[src/kli_pkg.sv]
`timescale 1ns / 1ps
`default_nettype none
// ----------------------------------------------------------------------------
// kli_pkg: keyframe linear interpolator types
// Item and result structs, item opcodes and configuration register indexes.
// ----------------------------------------------------------------------------
package kli_pkg;

  typedef enum logic [1:0] {
    MODE_APPEND = 2'd0,
    MODE_EVAL   = 2'd1,
    MODE_CLEAR  = 2'd2
  } kli_mode_e;

  typedef enum logic [1:0] {
    REG_VALUE_MIN   = 2'd0,
    REG_VALUE_MAX   = 2'd1,
    REG_START_VALUE = 2'd2
  } kli_reg_e;

  localparam int unsigned ValW = 32;

  typedef struct packed {
    logic [1:0]             mode;
    logic signed [ValW-1:0] target_value;
    logic [ValW-1:0]        segment_ticks;
    logic [ValW-1:0]        elapsed_ticks;
  } kli_item_t;

  typedef struct packed {
    logic signed [ValW-1:0] current_value;
    logic                   value_changed;
    logic                   all_done;
    logic                   list_full;
  } kli_result_t;

endpackage
`default_nettype wire

[src/keyframe_linear_interpolator_top.sv]
`timescale 1ns / 1ps
`default_nettype none
// ----------------------------------------------------------------------------
// keyframe_linear_interpolator_top: piecewise linear keyframe animation
// Appends, clears and evaluates a list of linear segments for one value.
// ----------------------------------------------------------------------------
// An item is taken when start_i is high and busy_o is low; its result shows on
// res_o for one cycle with res_valid_o and cannot be held off. Append, clear
// and unused modes finish at once: the result follows in the next cycle and
// busy_o stays low. An evaluate keeps busy_o high while a small sequencer walks
// the segment memory (a fetch and a compare state per segment passed over),
// then runs one 32x32 multiply and a 32-step restoring divider that yields one
// quotient bit a cycle.
module keyframe_linear_interpolator_top
  import kli_pkg::*;
#(
  parameter int unsigned MAX_SEGMENTS = 8
) (
  input  wire logic        clk_i,
  input  wire logic        rst_ni,
  input  wire logic        start_i,
  input  wire kli_item_t   item_i,
  output logic             busy_o,
  output kli_result_t      res_o,
  output logic             res_valid_o,
  input  wire logic        cfg_we_i,
  input  wire logic [1:0]  cfg_idx_i,
  input  wire logic [ValW-1:0] cfg_data_i
);

  localparam int unsigned IW = (MAX_SEGMENTS > 1) ? $clog2(MAX_SEGMENTS) : 1;
  localparam int unsigned CW = $clog2(MAX_SEGMENTS + 1);
  localparam int unsigned TW = ValW + CW;

  typedef enum logic [5:0] {
    S_IDLE  = 6'b000001,
    S_FETCH = 6'b000010,
    S_CMP   = 6'b000100,
    S_MUL   = 6'b001000,
    S_DIV   = 6'b010000,
    S_FIN   = 6'b100000
  } state_e;

  state_e state_q, state_d;

  logic signed [ValW-1:0] vmin_q, vmax_q, vstart_q;
  logic signed [ValW-1:0] stored_q;
  logic [CW-1:0]          count_q;
  logic [TW-1:0]          total_q;

  logic signed [ValW-1:0] tgt_mem [MAX_SEGMENTS];
  logic [ValW-1:0]        dur_mem [MAX_SEGMENTS];
  logic signed [ValW-1:0] rd_tgt_q;
  logic [ValW-1:0]        rd_dur_q;

  logic [CW-1:0]          idx_q;
  logic signed [ValW-1:0] v_q;
  logic [ValW-1:0]        left_q;
  logic [ValW-1:0]        mag_q;
  logic                   neg_q;
  logic                   done_q;
  logic [ValW-1:0]        rem_q;
  logic [ValW-1:0]        lo_q;
  logic [4:0]             step_q;
  logic                   adj_q;

  kli_result_t            res_q;
  logic                   res_valid_q;

  logic                   accept;
  logic                   room;
  logic [CW-1:0]          idx_inc;
  logic signed [ValW:0]   dv;
  logic [ValW:0]          dv_mag;
  logic [2*ValW-1:0]      prod;
  logic [ValW:0]          shifted;
  logic                   q_bit;
  logic [ValW:0]          diff;
  logic signed [ValW:0]   v_adj;
  logic signed [ValW-1:0] clamp_hi, clamp;

  assign accept  = start_i && (state_q == S_IDLE);
  assign room    = count_q < CW'(MAX_SEGMENTS);
  assign idx_inc = idx_q + 1'b1;

  assign dv     = {rd_tgt_q[ValW-1], rd_tgt_q} - {v_q[ValW-1], v_q};
  assign dv_mag = dv[ValW] ? -dv : dv;
  assign prod   = mag_q * left_q;

  // restoring division: remainder always below the divisor
  assign shifted = {rem_q, lo_q[ValW-1]};
  assign q_bit   = shifted >= {1'b0, rd_dur_q};
  assign diff    = shifted - {1'b0, rd_dur_q};

  assign v_adj = neg_q ? ({v_q[ValW-1], v_q} - {1'b0, lo_q})
                       : ({v_q[ValW-1], v_q} + {1'b0, lo_q});

  assign clamp_hi = (v_q > vmax_q) ? vmax_q : v_q;
  assign clamp    = (clamp_hi < vmin_q) ? vmin_q : clamp_hi;

  // configuration registers
  always_ff @(posedge clk_i or negedge rst_ni) begin
    if (!rst_ni) begin
      vmin_q   <= {1'b1, {(ValW-1){1'b0}}};
      vmax_q   <= {1'b0, {(ValW-1){1'b1}}};
      vstart_q <= '0;
    end else if (cfg_we_i) begin
      case (cfg_idx_i)
        REG_VALUE_MIN:   vmin_q   <= cfg_data_i;
        REG_VALUE_MAX:   vmax_q   <= cfg_data_i;
        REG_START_VALUE: vstart_q <= cfg_data_i;
        default: ;
      endcase
    end
  end

  // segment store
  always_ff @(posedge clk_i) begin
    if (accept && item_i.mode == MODE_APPEND && room) begin
      tgt_mem[count_q[IW-1:0]] <= item_i.target_value;
      dur_mem[count_q[IW-1:0]] <= item_i.segment_ticks;
    end
    rd_tgt_q <= tgt_mem[idx_q[IW-1:0]];
    rd_dur_q <= dur_mem[idx_q[IW-1:0]];
  end

  always_comb begin
    state_d = state_q;
    case (state_q)
      S_IDLE: begin
        if (accept && item_i.mode == MODE_EVAL) begin
          state_d = (count_q == '0) ? S_FIN : S_FETCH;
        end
      end
      S_FETCH: state_d = S_CMP;
      S_CMP: begin
        if (rd_dur_q < left_q) begin
          state_d = (idx_inc == count_q) ? S_FIN : S_FETCH;
        end else if (rd_dur_q == '0) begin
          state_d = S_FIN;
        end else begin
          state_d = S_MUL;
        end
      end
      S_MUL: state_d = S_DIV;
      S_DIV: begin
        if (adj_q) state_d = S_FIN;
      end
      S_FIN:   state_d = S_IDLE;
      default: state_d = S_IDLE;
    endcase
  end

  always_ff @(posedge clk_i or negedge rst_ni) begin
    if (!rst_ni) begin
      state_q     <= S_IDLE;
      count_q     <= '0;
      total_q     <= '0;
      stored_q    <= '0;
      res_valid_q <= 1'b0;
      idx_q       <= '0;
      step_q      <= '0;
      adj_q       <= 1'b0;
    end else begin
      state_q     <= state_d;
      res_valid_q <= 1'b0;
      case (state_q)
        S_IDLE: begin
          if (accept) begin
            idx_q <= '0;
            case (item_i.mode)
              MODE_APPEND: begin
                if (room) begin
                  count_q <= count_q + 1'b1;
                  total_q <= total_q + TW'(item_i.segment_ticks);
                end
                res_valid_q <= 1'b1;
              end
              MODE_EVAL: ;
              MODE_CLEAR: begin
                count_q     <= '0;
                total_q     <= '0;
                res_valid_q <= 1'b1;
              end
              default: res_valid_q <= 1'b1;
            endcase
          end
        end
        S_CMP: begin
          if (rd_dur_q < left_q) idx_q <= idx_inc;
        end
        S_MUL: begin
          step_q <= '0;
          adj_q  <= 1'b0;
        end
        S_DIV: begin
          step_q <= step_q + 1'b1;
          if (step_q == '1) adj_q <= 1'b1;
        end
        S_FIN: begin
          res_valid_q <= 1'b1;
          if (v_q != stored_q) stored_q <= clamp;
        end
        default: ;
      endcase
    end
  end

  // datapath: no reset needed
  always_ff @(posedge clk_i) begin
    case (state_q)
      S_IDLE: begin
        if (accept) begin
          v_q    <= vstart_q;
          left_q <= item_i.elapsed_ticks;
          done_q <= total_q <= TW'(item_i.elapsed_ticks);
          res_q.current_value <= stored_q;
          res_q.value_changed <= 1'b0;
          res_q.all_done      <= 1'b0;
          res_q.list_full     <= (item_i.mode == MODE_APPEND) && !room;
        end
      end
      S_CMP: begin
        if (rd_dur_q < left_q) begin
          v_q    <= rd_tgt_q;
          left_q <= left_q - rd_dur_q;
        end else if (rd_dur_q == '0) begin
          v_q <= rd_tgt_q;
        end else begin
          mag_q <= dv_mag[ValW-1:0];
          neg_q <= dv[ValW];
        end
      end
      S_MUL: begin
        // quotient fits 32 bits, so the high half is already below the divisor
        rem_q <= prod[2*ValW-1:ValW];
        lo_q  <= prod[ValW-1:0];
      end
      S_DIV: begin
        if (adj_q) begin
          v_q <= v_adj[ValW-1:0];
        end else begin
          rem_q <= q_bit ? diff[ValW-1:0] : shifted[ValW-1:0];
          lo_q  <= {lo_q[ValW-2:0], q_bit};
        end
      end
      S_FIN: begin
        res_q.current_value <= (v_q != stored_q) ? clamp : stored_q;
        res_q.value_changed <= v_q != stored_q;
        res_q.all_done      <= done_q;
        res_q.list_full     <= 1'b0;
      end
      default: ;
    endcase
  end

  assign busy_o      = state_q != S_IDLE;
  assign res_o       = res_q;
  assign res_valid_o = res_valid_q;

  a_count_bound: assert property (@(posedge clk_i) disable iff (!rst_ni)
    count_q <= CW'(MAX_SEGMENTS))
    else $error("segment count beyond list depth");

  a_div_rem: assert property (@(posedge clk_i) disable iff (!rst_ni)
    (state_q == S_DIV) |-> (rem_q < rd_dur_q))
    else $error("divider remainder not below divisor");

  a_fin_result: assert property (@(posedge clk_i) disable iff (!rst_ni)
    (state_q == S_FIN) |=> (res_valid_o && !busy_o))
    else $error("evaluate finished without a result");

  a_eval_busy: assert property (@(posedge clk_i) disable iff (!rst_ni)
    (start_i && !busy_o && item_i.mode == MODE_EVAL) |=> (busy_o && !res_valid_o))
    else $error("evaluate item did not start the sequencer");

endmodule
`default_nettype wire

[config.mk]
export PLATFORM = sky130hd
export DESIGN_NAME = keyframe_linear_interpolator_top
export DESIGN_NICKNAME = d
export VERILOG_FILES = /design/src/kli_pkg.sv /design/src/keyframe_linear_interpolator_top.sv
export SDC_FILE = /design/constraint.sdc
export NUM_CORES = 2
export LEC_CHECK = 0
export BUFFER_PORTS_ARGS = -buffer_cell sky130_fd_sc_hd__buf_2
export CORE_MARGIN = 5
export CORE_UTILIZATION = 60
export CTS_CLUSTER_DIAMETER = 150
export DETAILED_ROUTE_END_ITERATION = 10
export PLACE_DENSITY = 0.83
export SETUP_SLACK_MARGIN = 0.02
export SYNTH_ARGS = -nofsm -noshare
export SYNTH_HDL_FRONTEND = slang
export SYNTH_SLANG_ARGS = --single-unit
[constraint.sdc]
create_clock -name clk_i -period 23.6 [get_ports clk_i]
set_input_delay 4.72 -clock clk_i [delete_from_list [all_inputs] [get_ports clk_i]]
set_output_delay 4.72 -clock clk_i [all_outputs]
set_load 0.01 [all_outputs]
-- Word level (Yosys, flattened, before mapping)
Memory sizes are Yosys's and may differ from the RTL's. A register that Yosys moved wholly into a read port is not among the register bits.
Index checks and enable logic that the tools add are counted.
- register bits after elaboration: 382
- RAM bits: 512
- bits of input ports: 136
- output and inout bits: 37
- word-level logic and storage cells: 134
- memories kept: 2
- add/sub/neg operators: 10
- multiply operators: 1
- order comparisons: 6
- equal/unequal tests: 22
- muxes and demuxes: 42
- bitwise logic cells: 2
- reductions and logical operators: 27
- memories (memory ; words ; bits a word ; rd ports ; clocked after Yosys merged registers in ; wr ports ; line ; source):
    dur_mem ; 8 ; 32 ; 1 ; 1 ; 1 ; keyframe_linear_interpolator_top.sv:52 ; logic [ValW-1:0] dur_mem [MAX_SEGMENTS];
    tgt_mem ; 8 ; 32 ; 1 ; 1 ; 1 ; keyframe_linear_interpolator_top.sv:51 ; logic signed [ValW-1:0] tgt_mem [MAX_SEGMENTS];
- operators by type and width (operator ; count):
    32-bit two-way mux ; 14
    32-bit case mux with 2 select lines ; 3
    32-bit case mux with 3 select lines ; 1
    32-bit subtractor ; 3
    36-bit case mux with 2 select lines ; 1
    35-bit case mux with 2 select lines ; 1
    32-bit < comparator ; 2
    32-bit by 32-bit multiplier with 64-bit output ; 1
    36-bit by 32-bit adder with 36-bit output ; 1
    36-bit by 32-bit <= comparator with 1-bit output ; 1
    36-bit two-way mux ; 1
    6-bit two-way mux ; 6
    35-bit two-way mux ; 1
    33-bit by 32-bit >= comparator with 1-bit output ; 1
    32-bit by 32-bit subtractor with 33-bit output ; 1
    32-bit adder ; 1
    32-bit greater-than comparator ; 1
    32-bit zero test ; 1
    32-bit != test ; 1
    32-bit negator ; 1
    6-bit case mux with 5 select lines ; 1
    4-bit case mux with 2 select lines ; 2
    2-bit AND reduction ; 8
    4-bit two-way mux ; 3
    other kinds (29) ; 53

-- Longest topological paths before layout
- word-level depth: 6
- gate-level depth with buffers: 29
- depth with buffers taken out: 27

-- Least setup slack after synthesis
No wires, ideal clock.
- path type: input to register
- start: input item_i[97] (netlist bit)
- end: memory dur_mem[0][0], enable pin
- setup time: 644 ps
- arrival: 11712 ps
- data required time: 22956 ps
- slack: 11245 ps
- stages on the path: 4
- buffers on the path: 2
- path through: or4_1 -> clkbuf_1 -> clkbuf_1 -> nor4_1
- cells in the longest elaborated chain, start to end: 5
- ends and longest elaborated chain (item ; line ; source):
    from (decl) ; keyframe_linear_interpolator_top.sv:22 ; input wire kli_item_t item_i,
    2-bit zero test ; keyframe_linear_interpolator_top.sv:119 ; if (accept && item_i.mode == MODE_APPEND && room) begin
    1-bit logical AND (2 in series) ; keyframe_linear_interpolator_top.sv:119 ;
    1-bit two-way mux ; keyframe_linear_interpolator_top.sv:119 ;
    1-bit two-way mux (not written as such) ; keyframe_linear_interpolator_top.sv:121 ; dur_mem[count_q[IW-1:0]] <= item_i.segment_ticks;
    to (decl) ; keyframe_linear_interpolator_top.sv:52 ;
No other way between the ends.

-- Worst setup path after layout
- start: register left_q[24]
- end: register rem_q[24] (data pin)
- cells in the longest elaborated chain, start to end: 2
- ends and longest elaborated chain (item ; line ; source):
    from (decl) ; keyframe_linear_interpolator_top.sv:58 ; logic [ValW-1:0] left_q;
    from (signal assigned) ; keyframe_linear_interpolator_top.sv:215 ; left_q <= item_i.elapsed_ticks;
    from (signal assigned) ; keyframe_linear_interpolator_top.sv:226 ; left_q <= left_q - rd_dur_q;
    32-bit by 32-bit multiplier with 64-bit output ; keyframe_linear_interpolator_top.sv:88 ; assign prod = mag_q * left_q;
    32-bit case mux with 2 select lines ; keyframe_linear_interpolator_top.sv:211 ; case (state_q)
    to (signal assigned) ; keyframe_linear_interpolator_top.sv:236 ; rem_q <= prod[2*ValW-1:ValW];
    to (signal assigned) ; keyframe_linear_interpolator_top.sv:243 ; rem_q <= q_bit ? diff[ValW-1:0] : shifted[ValW-1:0];
    to (decl) ; keyframe_linear_interpolator_top.sv:62 ; logic [ValW-1:0] rem_q;
No other way between the ends.
A chain may end at the register's enable or synchronous reset.

==> metrics.md <==
| Metric | Value |
|---|---|
| Status | complete, no violations |
| RSZ-0062 raised after global routing | no |
| Pin slew with the least headroom to its limit | ~1.4 ns |
| Detailed Route WL | 221000 µm |
| Critical path startpoint category | flip-flop |
| Die height | about 380 µm |
| Final HPWL from detailed placement | 160000 µm |
| Commonest non-fill, non-tap cells in the layout | 1120 x inv_1, 962 x nand2_1, 901 x fa_1 |
| CP peak stage delay | 0.72 ns |
| DRT antenna net count | 0 |
| Synth area leader | edfxtp_1 |
| Crit Path Max Fanout | 27 |
| CTS buffer count | slightly above 90 |
| Relative slew slack | 9.55% |
| GRT Residual Overflow | 0 |
| Mapped Cells | slightly below 8000 |
| Clock Skews | approximately 0.053 ns |
| Worst-path clk slew | approximately 0.060 ns |
| # IOs | ~170 |
| Area of the mapped netlist | ~0.082 mm² |
| Crit. End Element | flip-flop |
| Max Clock Freq | 0.115 GHz |
| DRC Markers | 0 |
| CP Class | reg -> reg |
| Tot GR Track Use | 30.7% |
| Initial core utilization | ~60% |
| Syn_nets | ~9300 |
| Total iterations of the first detailed-routing run | 6 |
| # H-tree levels | 3 |
| Final Slew Violations | 0 |
| Number of port buffers | roughly 170 |
| Num rows | approximately 140 |
| Hold_buf cts | 0 |
| Post-CTS Setup Bufs | 0 |
| Tcrit/Tclk final | between 30 and 40% |
| Routed WL per cell | approximately 23 µm |
| Clock Tree Buf Depth | 3 |
| Syn-to-layout area delta | 7.04% |
| Core ar. | 0.136 mm² |
| Die ar. | around 0.14 mm² |
| Share of Yosys cell area claimed by the top area cell type | approximately 26% |
| Final #Nets | between 9000 and 10000 |
| Synth cell types | ~100 |
| Initial antenna violation count | 12 |
| Slowest cell on the critical path | nor3_1 |
| Vias per std cell | 6.18 |
| FFs w/ async S/R, synth | between 10% and 20% |
| Worst-Skew Late Latency | between 0.7 and 0.8 ns |
| GP Congestion | about 1 |
| Vias | roughly 59000 |
| Synth Register Bits | 958 |
| Cell Chain, Critical Path | buf_4 -> nand2_1 -> fa_1 -> inv_1 -> fa_1 -> fa_1 -> fa_1 -> fa_1 -> fa_1 -> fa_1 -> inv_1 -> fa_1 -> inv_1 -> ha_1 -> nand2_1 -> o21ai_0 -> nor3_1 -> o221a_2 -> nor3_1 -> nor3_1 -> o21ai_1 -> mux2i_1 -> or3_1 |
| Clk sinks | around 960 |
| CTS tree | done |
| Die X | approximately 380 µm |
| Vias in the first global route | ~63000 |
| Sequential fraction of the synthesis area | 33.2% |
| Post-synth EDFFs | 709 |
| Post-route insts no fill | 9610 |
| # resized after CTS | 0 |
| Synth Flop Type | edfxtp_1 |
| Placed instance count | approximately 9400 |
| Most frequent CP cell | fa_1 |
| CP delay by family, top | adder cells |
| Layout cell share with drive strength beyond 1 | a little under a tenth |
| Worst EP required | 24.02 ns |
| Setup violators final | 0 |
| Worst path bufs/invs | 4 |
| Total number of yosys warnings | 0 |
| Root Buffer | clkbuf_16 |
| Tmin final | between 8 and 9 ns |
| Most common cell after layout, fill and taps aside | inv_1 |
| Worst Hold Class | reg -> reg |
| Worst EP arrival | 9.11 ns |
| Final Hold Fails | 0 |
| Max Cap Viol | 0 |
| Largest net degree at the start of global routing | between 100 and 150 |
| First-pass GRT wire length | 349000 µm |
| Iteration-0 DRC Markers | ~6800 |
| Average size of a mapped cell | ~11 µm² |
| Area contributors post-synth | edfxtp_1 26%, fa_1 22%, ha_1 8.0% |
| Setup TNS | 0 ns |
logic make-up (layout without fill, tap and decap cells):
kind of cell	after synthesis	in the layout	share of synthesized area, %
multiplexers	255	255	5.17
buffers and inverters	1478	1578	6.81
XOR/XNOR	284	284	3.03
other	0	10	0
AND/OR/NAND/NOR	2182	2182	13.1
adder cells (fa/ha/maj)	1425	1425	29.9
AO/OA/AOI/OAI	1137	1137	8.80
flip-flops	958	958	33.2
cells in the mapped netlist (32+ instances only):
cell type / n
nor2_1: 197
o21ai_0: 342
dfstp_2: 33
and2_1: 613
dfxtp_1: 64
nand3_1: 62
mux2_2: 73
mux4_2: 128
dfrtp_1: 152
o211ai_1: 32
fa_1: 901
nand4_1: 55
ha_1: 524
xnor2_1: 190
xor2_1: 94
clkbuf_1: 309
buf_1: 35
nor3_1: 77
mux2i_1: 53
inv_1: 1121
nand2b_1: 36
a21oi_1: 254
a21o_1: 176
o21bai_1: 36
o21a_1: 36
edfxtp_1: 709
nand2_1: 962
o311ai_0: 36
nor2b_1: 34
a22oi_1: 33
path summary, 6_finish.rpt:
path                             startpoint           to  slack, ns  depth (start not counted)
worst min-delay path            vstart_q[1]  vstart_q[1]       0.51                          1
worst min register to register  vstart_q[1]  vstart_q[1]       0.51                          1
worst max register to register   left_q[24]    rem_q[24]      14.91                         23
max in group asynchronous            rst_ni     idx_q[0]      18.27                          2
min in group asynchronous            rst_ni   vmin_q[26]       4.00                          1
worst max-delay path             left_q[24]    rem_q[24]      14.91                         23
worst reg2reg max path: stages, from the launching register on:
cell	delay, ns
edfxtp_1	0.57
buf_4	0.46
nand2_1	0.14
fa_1	0.53
inv_1	0.05
fa_1	0.47
fa_1	0.60
fa_1	0.48
fa_1	0.55
fa_1	0.44
fa_1	0.53
inv_1	0.06
fa_1	0.48
inv_1	0.04
ha_1	0.34
nand2_1	0.11
o21ai_0	0.27
nor3_1	0.35
o221a_2	0.33
nor3_1	0.14
nor3_1	0.72
o21ai_1	0.26
mux2i_1	0.17
or3_1	0.35
per-layer routing:
metal  part of all wire, %  wire, µm  track usage, %  vias to the layer above
li1                      -         -               -                    25700
met1                    38     83700            40.8                    29600
met2                    47    104000            49.8                     3379
met3                    11     23700            5.95                      664
met4                   4.6     10200            13.1                        6
met5                 0.015        34               0                        -
cell type report:
type	count	area, µm²
clock inverters	42	459
repair buffers	285	1730
multi-input cells	5283	49400
inverters	1122	4210
fillers	10100	47900
diodes	10	25.0
well taps	1781	2230
clock buffers	129	2570
flip-flops and latches	958	27300
flip-flops by register name (all words and copies together), names as in the netlist, 4 cells and up:
register / cells
dur_mem: 256
tgt_mem: 256
total_q: 36
res_o: 35
left_q: 32
lo_q: 32
mag_q: 32
rd_dur_q: 32
rd_tgt_q: 32
rem_q: 32
stored_q: 32
v_q: 32
vmax_q: 32
vmin_q: 32
vstart_q: 32
state_q: 6
step_q: 5
count_q: 4
idx_q: 4
stage by stage:
step / area, µm² / utilization (%) / hold WS, ns / setup slack, ns
after CTS: 87900 / 64.7 / 0.511 / 15.07
after floorplan: 82100 / - / 0.465 / 11.24
final: 87900 / 64.7 / 0.513 / 14.91
after detailed placement: 84900 / 62.5 / 0.494 / 15.05
after global placement: 84900 / 62.5 / 0.484 / 15.18
after global routing: 87900 / 64.7 / 0.535 / 14.68
Power is left out: the tool's default activity adds up to more than one toggle a clock period on the data nets, which glitch-free logic cannot reach.
